===== src/sv/eirp_pkg.sv =====
`default_nettype none
package eirp_pkg;

    localparam int CFG_W          = 13;
    localparam int CFG_MAX        = (2 ** CFG_W) - 1;
    localparam int CFG_IDX_W      = 2;
    localparam int MARGIN_FIELD_W = 4;
    localparam int OUT_W          = 13;
    localparam int PORT_DATA_W    = 32;
    localparam int QUEUE_DEPTH    = 2;

    localparam int DEF_MAX_WIDTH  = 4096;
    localparam int DEF_MAX_HEIGHT = 4096;
    localparam int DEF_MAX_MARGIN = 8;
    localparam int DEF_ELEM_BITS  = 32;

    typedef enum logic [CFG_IDX_W-1:0] {
        CFG_WIDTH  = 2'd0,
        CFG_HEIGHT = 2'd1,
        CFG_MARGIN = 2'd2
    } t_cfg_reg;

    // which image edges an element sits on
    typedef struct packed {
        logic top;
        logic left;
        logic right;
        logic bottom;
    } t_edge;

    localparam int EDGE_W = $bits(t_edge);

    // order in which the writes of one element leave the block
    typedef enum logic [2:0] {
        PH_TOP    = 3'd0,
        PH_LEFT   = 3'd1,
        PH_CENTER = 3'd2,
        PH_RIGHT  = 3'd3,
        PH_BOTTOM = 3'd4
    } t_phase;

    localparam int NUM_PHASES = 5;

endpackage
`default_nettype wire


===== src/sv/image_edge_replicate_pad.sv =====
// Edge-replicating border padder.
// Input channel (i_valid / o_stall, i_element_data): source elements in raster
// order. Output channel (o_valid / i_stall): one write per transaction, giving
// the padded-image column and row, the element value and o_run_last on the final
// write of an element. An element on no edge gives one write; an edge element
// also fills its margin, 1 + 4 * margin writes at most for a one-by-one image.
// Throughput: one write per cycle while not stalled, so one element per cycle
// when no margin is filled; each element's writes come from the single write
// sequencer behind a two-entry queue.
// An accepted element passes through the queue and the sequencer registers to
// the output register before its first write shows.
// Configuration (i_cfg_we, i_cfg_idx, i_cfg_data): width, height, margin; any
// such write restarts the frame at the top-left element. Write only while idle.
// Reset: position back to the frame start, width and height one, margin zero,
// queue and output register empty. When the receiver stalls the output register
// holds; the queue fills and o_stall rises after two more elements.
`default_nettype none
module image_edge_replicate_pad #(
    parameter int MAX_WIDTH  = eirp_pkg::DEF_MAX_WIDTH,
    parameter int MAX_HEIGHT = eirp_pkg::DEF_MAX_HEIGHT,
    parameter int MAX_MARGIN = eirp_pkg::DEF_MAX_MARGIN,
    parameter int ELEM_BITS  = eirp_pkg::DEF_ELEM_BITS,
    localparam int WCAP   = (MAX_WIDTH < eirp_pkg::CFG_MAX) ? MAX_WIDTH : eirp_pkg::CFG_MAX,
    localparam int HCAP   = (MAX_HEIGHT < eirp_pkg::CFG_MAX) ? MAX_HEIGHT : eirp_pkg::CFG_MAX,
    localparam int COL_W  = (WCAP > 1) ? $clog2(WCAP) : 1,
    localparam int ROW_W  = (HCAP > 1) ? $clog2(HCAP) : 1,
    localparam int MAR_W  = $clog2(MAX_MARGIN + 1),
    localparam int DATA_W = (ELEM_BITS < eirp_pkg::PORT_DATA_W) ? ELEM_BITS
                                                               : eirp_pkg::PORT_DATA_W,
    localparam int DESC_W = eirp_pkg::EDGE_W + ROW_W + COL_W + DATA_W
) (
    input  wire logic                              i_clk,
    input  wire logic                              i_rst_n,
    input  wire logic                              i_cfg_we,
    input  wire logic [eirp_pkg::CFG_IDX_W-1:0]    i_cfg_idx,
    input  wire logic [eirp_pkg::CFG_W-1:0]        i_cfg_data,
    input  wire logic                              i_valid,
    output logic                                   o_stall,
    input  wire logic [eirp_pkg::PORT_DATA_W-1:0]  i_element_data,
    output logic                                   o_valid,
    input  wire logic                              i_stall,
    output logic [eirp_pkg::OUT_W-1:0]             o_out_col,
    output logic [eirp_pkg::OUT_W-1:0]             o_out_row,
    output logic [eirp_pkg::PORT_DATA_W-1:0]       o_out_data,
    output logic                                   o_run_last
);
    import eirp_pkg::*;

    logic              push;
    logic [DESC_W-1:0] push_data;
    logic              pop;
    logic [DESC_W-1:0] q_data;
    logic              q_empty;
    logic              q_full;
    logic [CFG_W-1:0]  width;
    logic [CFG_W-1:0]  height;
    logic [MAR_W-1:0]  margin;

    eirp_front #(
        .MAX_WIDTH  (MAX_WIDTH),
        .MAX_HEIGHT (MAX_HEIGHT),
        .MAX_MARGIN (MAX_MARGIN),
        .ELEM_BITS  (ELEM_BITS)
    ) u_front (
        .i_clk          (i_clk),
        .i_rst_n        (i_rst_n),
        .i_cfg_we       (i_cfg_we),
        .i_cfg_idx      (i_cfg_idx),
        .i_cfg_data     (i_cfg_data),
        .i_valid        (i_valid),
        .i_element_data (i_element_data),
        .i_q_full       (q_full),
        .o_stall        (o_stall),
        .o_push         (push),
        .o_push_data    (push_data),
        .o_width        (width),
        .o_height       (height),
        .o_margin       (margin)
    );

    eirp_queue #(
        .WIDTH (DESC_W),
        .DEPTH (QUEUE_DEPTH)
    ) u_queue (
        .i_clk   (i_clk),
        .i_rst_n (i_rst_n),
        .i_push  (push),
        .i_data  (push_data),
        .i_pop   (pop),
        .o_data  (q_data),
        .o_empty (q_empty),
        .o_full  (q_full)
    );

    eirp_back #(
        .MAX_WIDTH  (MAX_WIDTH),
        .MAX_HEIGHT (MAX_HEIGHT),
        .MAX_MARGIN (MAX_MARGIN),
        .ELEM_BITS  (ELEM_BITS)
    ) u_back (
        .i_clk      (i_clk),
        .i_rst_n    (i_rst_n),
        .i_q_empty  (q_empty),
        .i_q_data   (q_data),
        .o_pop      (pop),
        .i_width    (width),
        .i_height   (height),
        .i_margin   (margin),
        .i_stall    (i_stall),
        .o_valid    (o_valid),
        .o_out_col  (o_out_col),
        .o_out_row  (o_out_row),
        .o_out_data (o_out_data),
        .o_run_last (o_run_last)
    );

endmodule
`default_nettype wire


===== src/sv/eirp_front.sv =====
`default_nettype none
module eirp_front #(
    parameter int MAX_WIDTH  = eirp_pkg::DEF_MAX_WIDTH,
    parameter int MAX_HEIGHT = eirp_pkg::DEF_MAX_HEIGHT,
    parameter int MAX_MARGIN = eirp_pkg::DEF_MAX_MARGIN,
    parameter int ELEM_BITS  = eirp_pkg::DEF_ELEM_BITS,
    localparam int WCAP   = (MAX_WIDTH < eirp_pkg::CFG_MAX) ? MAX_WIDTH : eirp_pkg::CFG_MAX,
    localparam int HCAP   = (MAX_HEIGHT < eirp_pkg::CFG_MAX) ? MAX_HEIGHT : eirp_pkg::CFG_MAX,
    localparam int COL_W  = (WCAP > 1) ? $clog2(WCAP) : 1,
    localparam int ROW_W  = (HCAP > 1) ? $clog2(HCAP) : 1,
    localparam int MAR_W  = $clog2(MAX_MARGIN + 1),
    localparam int DATA_W = (ELEM_BITS < eirp_pkg::PORT_DATA_W) ? ELEM_BITS
                                                               : eirp_pkg::PORT_DATA_W,
    localparam int DESC_W = eirp_pkg::EDGE_W + ROW_W + COL_W + DATA_W
) (
    input  wire logic                              i_clk,
    input  wire logic                              i_rst_n,
    input  wire logic                              i_cfg_we,
    input  wire logic [eirp_pkg::CFG_IDX_W-1:0]    i_cfg_idx,
    input  wire logic [eirp_pkg::CFG_W-1:0]        i_cfg_data,
    input  wire logic                              i_valid,
    input  wire logic [eirp_pkg::PORT_DATA_W-1:0]  i_element_data,
    input  wire logic                              i_q_full,
    output logic                                   o_stall,
    output logic                                   o_push,
    output logic [DESC_W-1:0]                      o_push_data,
    output logic [eirp_pkg::CFG_W-1:0]             o_width,
    output logic [eirp_pkg::CFG_W-1:0]             o_height,
    output logic [MAR_W-1:0]                       o_margin
);
    import eirp_pkg::*;

    logic [CFG_W-1:0] r_width;
    logic [CFG_W-1:0] r_height;
    logic [MAR_W-1:0] r_margin;
    logic [COL_W-1:0] r_col;
    logic [ROW_W-1:0] r_row;

    logic [CFG_W-1:0]          n_width;
    logic [CFG_W-1:0]          n_height;
    logic [MAR_W-1:0]          n_margin;
    logic [COL_W-1:0]          n_col;
    logic [ROW_W-1:0]          n_row;
    logic [MARGIN_FIELD_W-1:0] margin_field;
    t_edge                     edges;

    // clamp register values on the way in: zero size means one, large sizes saturate
    always_comb begin
        margin_field = i_cfg_data[MARGIN_FIELD_W-1:0];
        if (i_cfg_data == '0) begin
            n_width  = CFG_W'(1);
            n_height = CFG_W'(1);
        end else begin
            n_width  = (int'(i_cfg_data) > MAX_WIDTH)  ? CFG_W'(MAX_WIDTH)  : i_cfg_data;
            n_height = (int'(i_cfg_data) > MAX_HEIGHT) ? CFG_W'(MAX_HEIGHT) : i_cfg_data;
        end
        n_margin = (int'(margin_field) > MAX_MARGIN) ? MAR_W'(MAX_MARGIN)
                                                     : MAR_W'(margin_field);
    end

    always_comb begin
        edges.top    = (r_row == '0);
        edges.left   = (r_col == '0);
        edges.right  = (CFG_W'(r_col) == r_width - CFG_W'(1));
        edges.bottom = (CFG_W'(r_row) == r_height - CFG_W'(1));
        if (edges.right) begin
            n_col = '0;
            n_row = edges.bottom ? '0 : r_row + ROW_W'(1);
        end else begin
            n_col = r_col + COL_W'(1);
            n_row = r_row;
        end
    end

    assign o_stall     = i_q_full;
    assign o_push      = i_valid && !i_q_full;
    assign o_push_data = {edges, r_row, r_col, i_element_data[DATA_W-1:0]};
    assign o_width     = r_width;
    assign o_height    = r_height;
    assign o_margin    = r_margin;

    always_ff @(posedge i_clk) begin
        if (!i_rst_n) begin
            r_width  <= CFG_W'(1);
            r_height <= CFG_W'(1);
            r_margin <= '0;
            r_col    <= '0;
            r_row    <= '0;
        end else if (i_cfg_we) begin
            case (t_cfg_reg'(i_cfg_idx))
                CFG_WIDTH: begin
                    r_width <= n_width;
                    r_col   <= '0;
                    r_row   <= '0;
                end
                CFG_HEIGHT: begin
                    r_height <= n_height;
                    r_col    <= '0;
                    r_row    <= '0;
                end
                CFG_MARGIN: begin
                    r_margin <= n_margin;
                    r_col    <= '0;
                    r_row    <= '0;
                end
                default: begin
                    // unknown index: drop the write
                end
            endcase
        end else if (o_push) begin
            r_col <= n_col;
            r_row <= n_row;
        end
    end

endmodule
`default_nettype wire


===== src/sv/eirp_queue.sv =====
`default_nettype none
module eirp_queue #(
    parameter int WIDTH = 8,
    parameter int DEPTH = eirp_pkg::QUEUE_DEPTH,
    localparam int PTR_W = (DEPTH > 1) ? $clog2(DEPTH) : 1,
    localparam int CNT_W = $clog2(DEPTH + 1)
) (
    input  wire logic             i_clk,
    input  wire logic             i_rst_n,
    input  wire logic             i_push,
    input  wire logic [WIDTH-1:0] i_data,
    input  wire logic             i_pop,
    output logic [WIDTH-1:0]      o_data,
    output logic                  o_empty,
    output logic                  o_full
);
    import eirp_pkg::*;

    logic [WIDTH-1:0] r_mem [DEPTH];
    logic [PTR_W-1:0] r_wp;
    logic [PTR_W-1:0] r_rp;
    logic [CNT_W-1:0] r_cnt;

    logic [PTR_W-1:0] n_wp;
    logic [PTR_W-1:0] n_rp;

    assign n_wp    = (r_wp == PTR_W'(DEPTH - 1)) ? '0 : r_wp + PTR_W'(1);
    assign n_rp    = (r_rp == PTR_W'(DEPTH - 1)) ? '0 : r_rp + PTR_W'(1);
    assign o_data  = r_mem[r_rp];
    assign o_empty = (r_cnt == '0);
    assign o_full  = (r_cnt == CNT_W'(DEPTH));

    always_ff @(posedge i_clk) begin
        if (i_push) begin
            r_mem[r_wp] <= i_data;
        end
    end

    always_ff @(posedge i_clk) begin
        if (!i_rst_n) begin
            r_wp  <= '0;
            r_rp  <= '0;
            r_cnt <= '0;
        end else begin
            if (i_push) begin
                r_wp <= n_wp;
            end
            if (i_pop) begin
                r_rp <= n_rp;
            end
            case ({i_push, i_pop})
                2'b10:   r_cnt <= r_cnt + CNT_W'(1);
                2'b01:   r_cnt <= r_cnt - CNT_W'(1);
                default: r_cnt <= r_cnt;
            endcase
        end
    end

endmodule
`default_nettype wire


===== src/sv/eirp_back.sv =====
`default_nettype none
module eirp_back #(
    parameter int MAX_WIDTH  = eirp_pkg::DEF_MAX_WIDTH,
    parameter int MAX_HEIGHT = eirp_pkg::DEF_MAX_HEIGHT,
    parameter int MAX_MARGIN = eirp_pkg::DEF_MAX_MARGIN,
    parameter int ELEM_BITS  = eirp_pkg::DEF_ELEM_BITS,
    localparam int WCAP   = (MAX_WIDTH < eirp_pkg::CFG_MAX) ? MAX_WIDTH : eirp_pkg::CFG_MAX,
    localparam int HCAP   = (MAX_HEIGHT < eirp_pkg::CFG_MAX) ? MAX_HEIGHT : eirp_pkg::CFG_MAX,
    localparam int COL_W  = (WCAP > 1) ? $clog2(WCAP) : 1,
    localparam int ROW_W  = (HCAP > 1) ? $clog2(HCAP) : 1,
    localparam int MAR_W  = $clog2(MAX_MARGIN + 1),
    localparam int DATA_W = (ELEM_BITS < eirp_pkg::PORT_DATA_W) ? ELEM_BITS
                                                               : eirp_pkg::PORT_DATA_W,
    localparam int DESC_W = eirp_pkg::EDGE_W + ROW_W + COL_W + DATA_W
) (
    input  wire logic                              i_clk,
    input  wire logic                              i_rst_n,
    input  wire logic                              i_q_empty,
    input  wire logic [DESC_W-1:0]                 i_q_data,
    output logic                                   o_pop,
    input  wire logic [eirp_pkg::CFG_W-1:0]        i_width,
    input  wire logic [eirp_pkg::CFG_W-1:0]        i_height,
    input  wire logic [MAR_W-1:0]                  i_margin,
    input  wire logic                              i_stall,
    output logic                                   o_valid,
    output logic [eirp_pkg::OUT_W-1:0]             o_out_col,
    output logic [eirp_pkg::OUT_W-1:0]             o_out_row,
    output logic [eirp_pkg::PORT_DATA_W-1:0]       o_out_data,
    output logic                                   o_run_last
);
    import eirp_pkg::*;

    // element under expansion
    logic                  r_busy;
    logic [NUM_PHASES-1:0] r_todo;
    logic [MAR_W-1:0]      r_idx;
    logic [COL_W-1:0]      r_col;
    logic [ROW_W-1:0]      r_row;
    logic [DATA_W-1:0]     r_data;

    // output register
    logic                  r_o_valid;
    logic [OUT_W-1:0]      r_o_col;
    logic [OUT_W-1:0]      r_o_row;
    logic [DATA_W-1:0]     r_o_data;
    logic                  r_o_last;

    t_phase                phase;
    t_edge                 q_edges;
    logic                  margin_nz;
    logic                  phase_last;
    logic                  item_last;
    logic                  out_free;
    logic                  emit;
    logic [NUM_PHASES-1:0] todo_rest;
    logic [NUM_PHASES-1:0] todo_load;
    logic [OUT_W-1:0]      m_ext;
    logic [OUT_W-1:0]      i_ext;
    logic [OUT_W-1:0]      col_in;
    logic [OUT_W-1:0]      row_in;
    logic [OUT_W-1:0]      wr_col;
    logic [OUT_W-1:0]      wr_row;

    // first pending phase in write order
    always_comb begin
        phase = PH_CENTER;
        for (int k = NUM_PHASES - 1; k >= 0; k--) begin
            if (r_todo[k]) begin
                phase = t_phase'(3'(k));
            end
        end
    end

    always_comb begin
        margin_nz  = (i_margin != '0);
        phase_last = (phase == PH_CENTER) || (r_idx == i_margin - MAR_W'(1));
        todo_rest  = r_todo & ~(NUM_PHASES'(1) << phase);
        item_last  = phase_last && (todo_rest == '0);
        out_free   = !r_o_valid || !i_stall;
        emit       = r_busy && out_free;
        o_pop      = !i_q_empty && (!r_busy || (emit && item_last));

        q_edges              = t_edge'(i_q_data[DESC_W-1 -: EDGE_W]);
        todo_load            = '0;
        todo_load[PH_TOP]    = q_edges.top && margin_nz;
        todo_load[PH_LEFT]   = q_edges.left && margin_nz;
        todo_load[PH_CENTER] = 1'b1;
        todo_load[PH_RIGHT]  = q_edges.right && margin_nz;
        todo_load[PH_BOTTOM] = q_edges.bottom && margin_nz;
    end

    // padded-image position of the current write, modulo the port width
    always_comb begin
        m_ext  = OUT_W'(i_margin);
        i_ext  = OUT_W'(r_idx);
        col_in = OUT_W'(r_col) + m_ext;
        row_in = OUT_W'(r_row) + m_ext;
        case (phase)
            PH_TOP: begin
                wr_col = col_in;
                wr_row = i_ext;
            end
            PH_LEFT: begin
                wr_col = i_ext;
                wr_row = row_in;
            end
            PH_RIGHT: begin
                wr_col = OUT_W'(i_width) + m_ext + i_ext;
                wr_row = row_in;
            end
            PH_BOTTOM: begin
                wr_col = col_in;
                wr_row = OUT_W'(i_height) + m_ext + i_ext;
            end
            default: begin
                wr_col = col_in;
                wr_row = row_in;
            end
        endcase
    end

    always_ff @(posedge i_clk) begin
        if (!i_rst_n) begin
            r_busy    <= 1'b0;
            r_todo    <= '0;
            r_idx     <= '0;
            r_o_valid <= 1'b0;
        end else begin
            if (o_pop) begin
                r_busy <= 1'b1;
                r_todo <= todo_load;
                r_idx  <= '0;
            end else if (emit) begin
                if (item_last) begin
                    r_busy <= 1'b0;
                end
                if (phase_last) begin
                    r_todo <= todo_rest;
                    r_idx  <= '0;
                end else begin
                    r_idx <= r_idx + MAR_W'(1);
                end
            end
            if (emit) begin
                r_o_valid <= 1'b1;
            end else if (!i_stall) begin
                r_o_valid <= 1'b0;
            end
        end
    end

    always_ff @(posedge i_clk) begin
        if (o_pop) begin
            r_data <= i_q_data[DATA_W-1:0];
            r_col  <= i_q_data[DATA_W +: COL_W];
            r_row  <= i_q_data[DATA_W + COL_W +: ROW_W];
        end
        if (emit) begin
            r_o_col  <= wr_col;
            r_o_row  <= wr_row;
            r_o_data <= r_data;
            r_o_last <= item_last;
        end
    end

    assign o_valid    = r_o_valid;
    assign o_out_col  = r_o_col;
    assign o_out_row  = r_o_row;
    assign o_out_data = PORT_DATA_W'(r_o_data);
    assign o_run_last = r_o_last;

endmodule
`default_nettype wire


===== config.mk =====
export PLATFORM = sky130hd
export DESIGN_NAME = image_edge_replicate_pad
export DESIGN_NICKNAME = d
export VERILOG_FILES = /design/src/sv/eirp_pkg.sv /design/src/sv/image_edge_replicate_pad.sv /design/src/sv/eirp_front.sv /design/src/sv/eirp_queue.sv /design/src/sv/eirp_back.sv
export SDC_FILE = /design/constraint.sdc
export NUM_CORES = 1
export LEC_CHECK = 0
export BUFFER_PORTS_ARGS = -buffer_cell sky130_fd_sc_hd__clkbuf_2
export CORE_ASPECT_RATIO = 1.25
export CORE_UTILIZATION = 54
export DETAILED_ROUTE_END_ITERATION = 8
export PLACE_DENSITY = 0.85
export SLEW_MARGIN = 15
export SYNTH_ARGS = -nofsm -noshare
export SYNTH_HDL_FRONTEND = slang
export SYNTH_SLANG_ARGS = --single-unit

===== constraint.sdc =====
create_clock -name i_clk -period 4.4 [get_ports i_clk]
set_clock_uncertainty 0.05 [all_clocks]
set_input_delay 0.88 -clock i_clk [delete_from_list [all_inputs] [get_ports i_clk]]
set_output_delay 0.88 -clock i_clk [all_outputs]
set_load 0.005 [all_outputs]

==> qor.yml, run 1 <==
sta:
  hold_ws_ps: 369
  setup_violations: 0
  final_max_slew_viol_count: 0
  finalCritPeriodShare_pct: 82.3
  post-route-min-period_ps: 3620
  tns_ps: 0
  hold_violations: 0
  max_freq_mhz: 276
  grt_setup_unrepaired: "false"
  setup_ws_ps: 778
  max_slew_margin_pct: 30.0
  tightest_slew_ps: 1050
global_route:
  grt_overflow: 0
  grt_max_degree: 61
  grt_usage_pct: 21.1
  grt_pass1_vias: 8673
  grt_pass1_wl_um: 43100
  antenna_found_initial: 0
floorplanning:
  start_util_pct: 55.5
  die_width_um: 144
  fp.dieH_um: 180
  num_rows: 64
  pin_count: 113
  core_area_um2: 24700
  dieArea_um2: 26000
setup_path:
  timing.rr.end: "u_queue.r_cnt[1]"
  worstSetupPathType: "register to register"
  cpMostUsedCell: "ha_1"
  path_cells: "inv_1 -> ha_1 -> xnor2_1 -> o41ai_1 -> a21boi_1 -> a21bo_2 -> o21ai_1 -> clkinvlp_4 -> ha_1 -> or3_1 -> a21boi_0"
  r2r_slack_ps: 780
  crit_required_ps: 4810
  cp_slowest_cell: "o41ai_1"
  timing.rr.start: "u_front.o_margin[1]"
  crit_path_max_incr_delay_ps: 590
  critPathCaptureType: "register"
  path_max_fanout: 12
  r2r_cells: 11
  worstSetupStartpointType: "register"
  cp.arrival_ps: 4040
yosys:
  synth-warning-count: 0
  ys_seq_elements: 305
  synthCells: 1064
  ys_types: 68
  async_reset_ff_share_pct: 0
  synth-main-ff-cell: "edfxtp_1"
  synth-edff-count: 235
  netlist_area_um2: 13700
  synth_fp_nets: 1154
  synth-seq-area-share_pct: 61.8
  synth.avg_cell_area_um2: 12.9
finish:
  drive_above_1_share_pct: 20.3
  n_antenna_cell: 0
  final_nets: 1253
  syn_to_final_growth_pct: 13.2
  regArea_um2: 8460
  multi_input_area_um2: 4920
  fillers: 1802
  fin_cells: 1515
placed_design:
  place.gp.congestion: 0.914
  dp_cells: 1463
  port_buffers: 112
  dpl_worst_slack_ps: 825
  hpwl_um: 18700
detailed_routing:
  drcViolationCount: 0
  wl_per_cell_um: 17.7
  route.vias.total: 8727
  wl_um: 26800
  via_per_inst: 5.76
  drtAntennaViolNets: 0
  first_iter_violations: 649
  drtPass1Iterations: 6
clock_tree:
  cts.path.max_buffers: 3
  ctsResizeCount: 0
  clkSlewWorstSetupHoldPaths_ps: 60
  cts_num_sinks: 305
  clock_tree.root_cell: "clkbuf_16"
  cts_setup_buffers: 0
  clk_latency_ps: 540
  htree_levels: 1
  cts_tree: "done"
  numCtsBuffers: 28
  ctsHoldBuffers: 0
run:
  cap_violations: 0
min_path:
  min_to: "u_back.o_out_data[19]"
  hold_depth: 0
  hp-class: "register to register"
  hp-start: "u_back.r_data[19]"
pwr:
  total_leakage_power_nw: 5.71
  vdd_drop_max_mv: 0.238
  power_density_nw_per_um2: 519
run_status:
  outcome: "completed"
cells in the final DEF (no fill, tap or decap), drive strengths merged, types with 31 or more instances in the layout:
cell type / synthesis / final
clkbuf: 42 / 154
xor2: 31 / 31
inv: 32 / 31
mux2: 58 / 58
nor2b: 37 / 37
xnor2: 49 / 49
a21boi: 35 / 35
dfxtp: 70 / 70
edfxtp: 235 / 235
nor2: 59 / 59
nand2: 93 / 93
how the worst max path moves through the flow:
| stage | cells past startpoint | from | endpoint |
|---|---|---|---|
| after global placement | 11 | u_front.o_margin[1] | u_queue.r_cnt[1] |
| after floorplan | 2 | i_valid | u_queue.r_mem[0][0] |
| after CTS | 11 | u_front.o_margin[1] | u_queue.r_cnt[1] |
| after detailed placement | 11 | u_front.o_margin[1] | u_queue.r_cnt[1] |
| after global routing | 11 | u_front.o_margin[1] | u_queue.r_cnt[1] |
| final | 11 | u_front.o_margin[1] | u_queue.r_cnt[1] |
critical path: cells and delay by family (launching register included):
| kind | cells | cell delay, ps |
|---|---|---|
| AOI/OAI and AO/OA | 5 | 1480 |
| xor gates and xnor gates | 1 | 130 |
| adders and majority gates | 2 | 600 |
| buffers and inverters | 2 | 420 |
| DFF | 1 | 500 |
| and+or+nand+nor | 1 | 370 |
layer usage:
layer  wire length (um)  vias up  track usage (%)
met5                  0        -                0
met4               1050        0             9.35
met3               1740       89             3.84
met2              13400      347             36.3
met1              10700     4184             25.6
li1                   -     4107                -
logic make-up after synthesis:
group | count (synthesis) | synth area share [%]
flops | 305 | 61.8
buf+inv | 82 | 2.34
xor+xnor | 80 | 5.12
simple gates | 317 | 12.1
mux | 65 | 5.29
compound gates | 176 | 9.16
fa+ha+maj | 39 | 4.21
per-stage QoR:
step / power (mW) / area [um2] / utilization [%]
after floorplan: 5.13 / 13700 / -
after global placement: 5.57 / 14500 / 58.9
after detailed placement: 5.64 / 14500 / 58.9
after CTS: 8.08 / 15500 / 62.8
after global routing: 8.38 / 15500 / 62.8
final: 8.04 / 15500 / 62.8
registers in the layout, summed over array words and instances, names as in the netlist, 4 cells and up, named ones only:
signal / cells
u_queue.r_mem: 120
u_back.o_out_data: 32
u_back.r_data: 32
u_back.o_out_col: 13
u_back.o_out_row: 13
u_front.o_height: 13
u_front.o_width: 13
u_back.r_col: 12
u_back.r_row: 12
u_front.r_col: 12
u_front.r_row: 12
u_back.r_todo: 5
u_back.r_idx: 4
u_front.o_margin: 4
power by group:
| group | total (mW) | internal (mW) | switching [mW] |
|---|---|---|---|
| registers | 4.23 | 3.93 | 0.295 |
| clock network | 2.44 | 1.46 | 0.988 |
| logic | 1.36 | 0.585 | 0.778 |
| total | 8.04 | 5.97 | 2.06 |
final cells by class:
cell class                      instances  share of cell area, %
Inverter                               32                  0.800
Sequential cell                       305                   54.6
Timing Repair Buffer                  119                   4.04
Clock buffer                           42                   5.26
Multi-Input combinational cell        677                   31.7
Tap cell                              330                   2.67
Clock inverter                         10                  0.880
synthesized netlist by cell type, types with 20 or more instances:
master	instances	share of area [%]
ha_1	26	2.4
a21boi_0	31	1.7
mux2_2	58	4.8
nor2_1	58	1.6
nand3_1	20	0.73
xnor2_1	49	3.1
inv_1	32	0.88
edfxtp_1	235	52
o211ai_1	20	1.1
xor2_1	31	2.0
dfxtp_1	70	10
nand2_1	93	2.6
clkbuf_1	42	1.2
nor2b_1	37	1.7
a21oi_1	27	0.99
(Power assumes the default switching activity.)
==> inputs of run 2 (changes only) <==
ABC_AREA = 1   (was unset)
clock period = 3.25 ns   (was 4.4 ns; I/O delays follow)
==> run 2 against run 1 <==
  * Register-to-register slack got worse by 440 ps
  * Area after synthesis increased by 0.64%
  * Synthesized cell count increased by 19%
  * Critical endpoint unchanged
  * Critical path type unchanged
  * Largest cell class unchanged
  * Hold slack got worse by 140 ps
  * Flip-flop and latch count unchanged
  * Worst setup slack got worse by 440 ps
  * Sequential power increased by 39%
  * Non-clock buffer count increased by 13
  * Largest power group unchanged
  * Combinational power increased by 110%
  * Clock power increased by 38%
  * Die area increased by 0.63%
  * Utilization increased by 0.25 points
==> qor.yml, run 2 <==
run_status:
  outcome: "completed"
detailed_routing:
  wl_per_cell_um: 17.5
  via_per_inst: 5.54
  drtAntennaViolNets: 0
  drtPass1Iterations: 5
  drcViolationCount: 0
  wl_um: 30600
  route.vias.total: 9715
  first_iter_violations: 782
floorplanning:
  dieArea_um2: 26100
  pin_count: 113
  fp.dieH_um: 181
  core_area_um2: 25100
  die_width_um: 145
  start_util_pct: 54.8
  num_rows: 65
finish:
  drive_above_1_share_pct: 19.1
  final_nets: 1487
  regMostFlops: "u_queue.r_mem"
  syn_to_final_growth_pct: 15.1
  fillers: 1846
  regArea_um2: 8460
  final_common_cell: "edfxtp_1"
  n_antenna_cell: 0
  multi_input_area_um2: 4700
  largest_reg_flops: 120
  most-common-layout-cells: "edfxtp_1, nand2_1, inv_1, nor2_1, clkbuf_2"
clock_tree:
  ctsHoldBuffers: 0
  clkSlewWorstSetupHoldPaths_ps: 70
  clock_tree.root_cell: "clkbuf_16"
  ctsResizeCount: 0
  cts.path.max_buffers: 3
  cts_tree: "done"
  cts_num_sinks: 305
  numCtsBuffers: 28
  cts_setup_buffers: 0
  htree_levels: 1
  clk_latency_ps: 550
sta:
  hold_violations: 0
  max_slew_margin_pct: 43.2
  hold_ws_ps: 233
  tns_ps: 0
  max_freq_mhz: 343
  final_max_slew_viol_count: 0
  post-route-min-period_ps: 2920
  setup_violations: 0
  tightest_slew_ps: 851
  finalCritPeriodShare_pct: 89.7
placed_design:
  port_buffers: 112
  place.gp.congestion: 0.959
  hpwl_um: 21700
yosys:
  yosys-top-cells-area: "edfxtp_1, dfxtp_1, nand2_1"
  async_reset_ff_share_pct: 0
  ys_types: 47
  synth-main-ff-cell: "edfxtp_1"
  yosys.area.top_type: "edfxtp_1"
  ys_seq_elements: 305
  synth-seq-area-share_pct: 61.4
  synth-edff-count: 235
  yosysMostFrequentCell: "edfxtp_1"
  synth-warning-count: 0
  synth.avg_cell_area_um2: 10.8
  synthCells: 1269
  synth_top_cells_by_count: "edfxtp_1, nand2_1, inv_1"
  netlist_area_um2: 13800
  synth_fp_nets: 1359
  synth_top_cell_area_share_pct: 51.3
setup_path:
  cp.arrival_ps: 3350
  worstSetupPathType: "register to register"
  critPathTopFamily: "simple AND/OR/NAND/NOR gates"
  crit_path_max_incr_delay_ps: 420
  worstSetupStartpointType: "register"
  path_max_fanout: 12
  r2r_slack_ps: 330
  path_cells: "inv_1 -> ha_1 -> nand2_1 -> inv_1 -> nor3_1 -> nand3_1 -> nand2_1 -> nand4_1 -> nand2_2 -> nand2_2 -> clkinvlp_4 -> ha_4 -> inv_2 -> nand2_1 -> nor2_1 -> o21ai_1 -> a21oi_1"
  critPathCaptureType: "register"
  cpMostUsedCell: "nand2_1"
  crit_required_ps: 3680
  cp_slowest_cell: "dfxtp_2"
  cp.buffers_inverters: 4
global_route:
  grt_pass1_vias: 9462
  antenna_found_initial: 0
  grt_usage_pct: 23.9
  grt_pass1_wl_um: 48100
  grt_overflow: 0
  grt_max_degree: 57
pwr:
  vdd_drop_max_mv: 0.601
  power_density_nw_per_um2: 767
  total_leakage_power_nw: 6.24
  power_mw: 12.2
min_path:
  hp-class: "input pin to register"
run:
  cap_violations: 0
-- run 2: changes by cell type after synthesis, moves of 17 or more --
| cell | before | now |
|---|---|---|
| o21ai_0 | 19 | 61 |
| a21boi_0 | 31 | 1 |
| o211ai_1 | 20 | 3 |
| nor2_1 | 58 | 115 |
| nand3_1 | 20 | 88 |
| xnor2_1 | 49 | 15 |
| inv_1 | 32 | 126 |
| nor2b_1 | 37 | 0 |
| nand2_1 | 93 | 226 |
| clkbuf_1 | 42 | 16 |
| a21oi_1 | 27 | 75 |
-- run 2: stage by stage --
stage / utilization, % / cells / setup WS (ps) / cell area (um2)
2_1_floorplan: - / 1269 / -721 / 13800
3_3_place_gp: 59.1 / 1702 / 367 / 14900
3_5_place_dp: 59.1 / 1702 / 255 / 14900
4_1_cts: 63.1 / 1754 / 244 / 15800
5_1_grt: 63.1 / 1754 / -6.20 / 15800
6_report: 63.1 / 1754 / 333 / 15800
-- run 2: layer usage --
| metal | GRT usage (%) | part of all wire, % | up-vias |
|---|---|---|---|
| li1 | - | - | 4654 |
| met1 | 29.0 | 38 | 4612 |
| met2 | 42.1 | 52 | 365 |
| met3 | 2.82 | 5.5 | 84 |
| met4 | 11.0 | 4.0 | 0 |
| met5 | 0 | 0 | - |
-- run 2: cell families (layout without fill, tap and decap cells) --
kind of cell | count (synthesis) | count (layout) | share of synthesized area [%]
fa+ha+maj | 38 | 38 | 4.11
buf+inv | 166 | 316 | 4.86
compound gates | 171 | 171 | 6.77
xor+xnor | 33 | 33 | 2.10
mux | 60 | 60 | 4.91
flops | 305 | 305 | 61.4
simple gates | 496 | 496 | 15.8
-- run 2: final timing paths --
kind | end | from | cells after the start
worst min-delay path | u_queue.r_mem[0][2] | i_element_data[2] | 1
worst max-delay path | u_queue.r_cnt[1] | u_front.o_margin[1] | 17
worst max register to register | u_queue.r_cnt[1] | u_front.o_margin[1] | 17
worst min register to register | u_back.o_out_data[11] | u_back.r_data[11] | 0
-- run 2: layout make-up --
type | count | share of cell area [%]
Timing Repair Buffer | 132 | 4.88
Multi-Input combinational cell | 798 | 29.6
Sequential cell | 305 | 53.4
Inverter | 132 | 3.21
Tap cell | 335 | 2.65
Clock buffer | 40 | 5.27
Clock inverter | 12 | 0.963
-- run 2: power by group --
| part | switching [mW] | leakage, nW | internal (mW) |
|---|---|---|---|
| clock network | 1.41 | 0.475 | 1.96 |
| registers | 0.470 | 2.79 | 5.42 |
| logic | 1.81 | 2.97 | 1.09 |
==> inputs of run 3 (changes only) <==
CORE_UTILIZATION = 55   (was 54)
CTS_BUF_LIST = sky130_fd_sc_hd__clkbuf_4 sky130_fd_sc_hd__clkbuf_8   (was unset)
PLACE_DENSITY = 0.86   (was 0.85)
==> run 3 against run 2 <==
  * Wire length is 1.9% higher
  * Via count rose by 0.47%
  * Flip-flop and latch count unchanged
  * Sequential share of layout area up 0.35 points
  * Power decreased by 1.8%
  * Clock-buffer cell count rose by 26
  * Sequential power is essentially flat
  * Critical path type unchanged
  * Highest routed layer unchanged
==> qor.yml, run 3 (synthesized netlist as in run 2, its figures left out) <==
sta:
  post-route-min-period_ps: 2960
  hold_ws_ps: 221
  max_slew_margin_pct: 43.7
  max_freq_mhz: 337
  final_max_slew_viol_count: 0
  hold_violations: 0
  tightest_slew_ps: 845
  grt_setup_unrepaired: "false"
  setup_ws_ps: 287
  finalCritPeriodShare_pct: 91.2
  setup_violations: 0
finish:
  largest_reg_flops: 120
  drive_above_1_share_pct: 20.8
  final_nets: 1505
  regMostFlops: "u_queue.r_mem"
  final_common_cell: "edfxtp_1"
  syn_to_final_growth_pct: 14.3
  most-common-layout-cells: "edfxtp_1, nand2_1, inv_1, nor2_1, clkbuf_2"
  n_antenna_cell: 0
placed_design:
  dpl_worst_slack_ps: 323
  place.gp.congestion: 0.923
  port_buffers: 112
  hpwl_um: 22100
setup_path:
  crit_required_ps: 3380
  worstSetupPathType: "register to register"
  critPathCaptureType: "register"
  cp.buffers_inverters: 4
  cp.arrival_ps: 3090
  path_max_fanout: 35
  path_cells: "inv_1 -> ha_1 -> nand2_1 -> inv_1 -> nor3_1 -> nand3_1 -> nand2_1 -> nand4_1 -> nand2_2 -> nand2_2 -> clkinvlp_4 -> buf_4"
  crit_cells: 12
  crit_path_max_incr_delay_ps: 500
  r2r_cells: 12
  cp_slowest_cell: "dfxtp_1"
  critPathTopFamily: "simple AND/OR/NAND/NOR gates"
  worstSetupStartpointType: "register"
floorplanning:
  core_area_um2: 24500
  fp.dieH_um: 179
  dieArea_um2: 25700
  pin_count: 113
  die_width_um: 144
  num_rows: 64
  start_util_pct: 56.2
detailed_routing:
  route.vias.total: 9761
  wl_um: 31200
  via_per_inst: 5.48
  wl_per_cell_um: 17.5
  drtPass1Iterations: 5
  drtAntennaViolNets: 0
  first_iter_violations: 729
  drcViolationCount: 0
run:
  cap_violations: 0
global_route:
  grt_usage_pct: 24.8
  grt_pass1_vias: 9357
  grt_pass1_wl_um: 48500
  grt_overflow: 0
  antenna_found_initial: 0
  grt_max_degree: 50
clock_tree:
  clkSlewWorstSetupHoldPaths_ps: 70
  cts_setup_buffers: 0
  clock_tree.root_cell: "clkbuf_8"
  numCtsBuffers: 45
  cts_tree: "done"
  ctsResizeCount: 0
  cts_num_sinks: 305
  clk_latency_ps: 570
  htree_levels: 2
  cts.path.max_buffers: 3
  ctsHoldBuffers: 0
run_status:
  outcome: "completed"
min_path:
  hold_depth: 1
  hp-class: "input pin to register"
pwr:
  power_density_nw_per_um2: 759
  total_leakage_power_nw: 6.26
  vdd_drop_max_mv: 0.424
-- run 3: cell count changes in the layout (fill, tap and decap cells not counted), moves of 2 or more --
cell        change
buf_4           +6
clkinv_4        -3
clkinvlp_4      -3
clkbuf_1        -3
clkbuf_4       +17
clkinv_2        +6
buf_12          -5
clkbuf_8       +40
clkinv_1        +2
clkbuf_16      -28
-- run 3: metrics by stage --
step | cells | TNS (ps) | util (%) | instance area, um2 | total power [mW]
6_report | 1780 | 0 | 64.2 | 15700 | 11.9
5_1_grt | 1780 | 0 | 64.2 | 15700 | 12.5
4_1_cts | 1780 | 0 | 64.2 | 15700 | 12.0
3_5_place_dp | 1698 | 0 | 60.4 | 14800 | 8.82
3_3_place_gp | 1698 | 0 | 60.4 | 14800 | 8.70
2_1_floorplan | 1269 | -16760 | - | 13800 | 7.70
-- run 3: power breakdown --
part	internal, mW	switching, mW	total [mW]
registers	5.42	0.485	5.91
clock network	1.76	1.43	3.19
logic	1.07	1.78	2.84
-- run 3: layout make-up --
type / count / area [um2]
Sequential cell: 305 / 8460
Multi-Input combinational cell: 798 / 4700
Clock buffer: 66 / 802
Clock inverter: 16 / 143
Fill cell: 1871 / 8760
Tap cell: 330 / 413
Timing Repair Buffer: 133 / 718
Inverter: 132 / 509
-- run 3: per-layer routing --
layer,track usage [%],vias to the layer above,share of wire [%]
li1,-,4704,-
met1,29.9,4635,40
met2,43.6,344,52
met3,3.98,78,5.0
met4,11.3,0,3.6
met5,0,-,0
-- run 3: worst paths after layout --
path                  startpoint                    to  slack [ps]
min reg2reg     u_back.r_data[2]  u_back.o_out_data[2]         350
max reg2reg  u_front.o_margin[1]     u_back.r_data[18]         290
max          u_front.o_margin[1]     u_back.r_data[18]         290
min           i_element_data[14]  u_queue.r_mem[0][14]         220
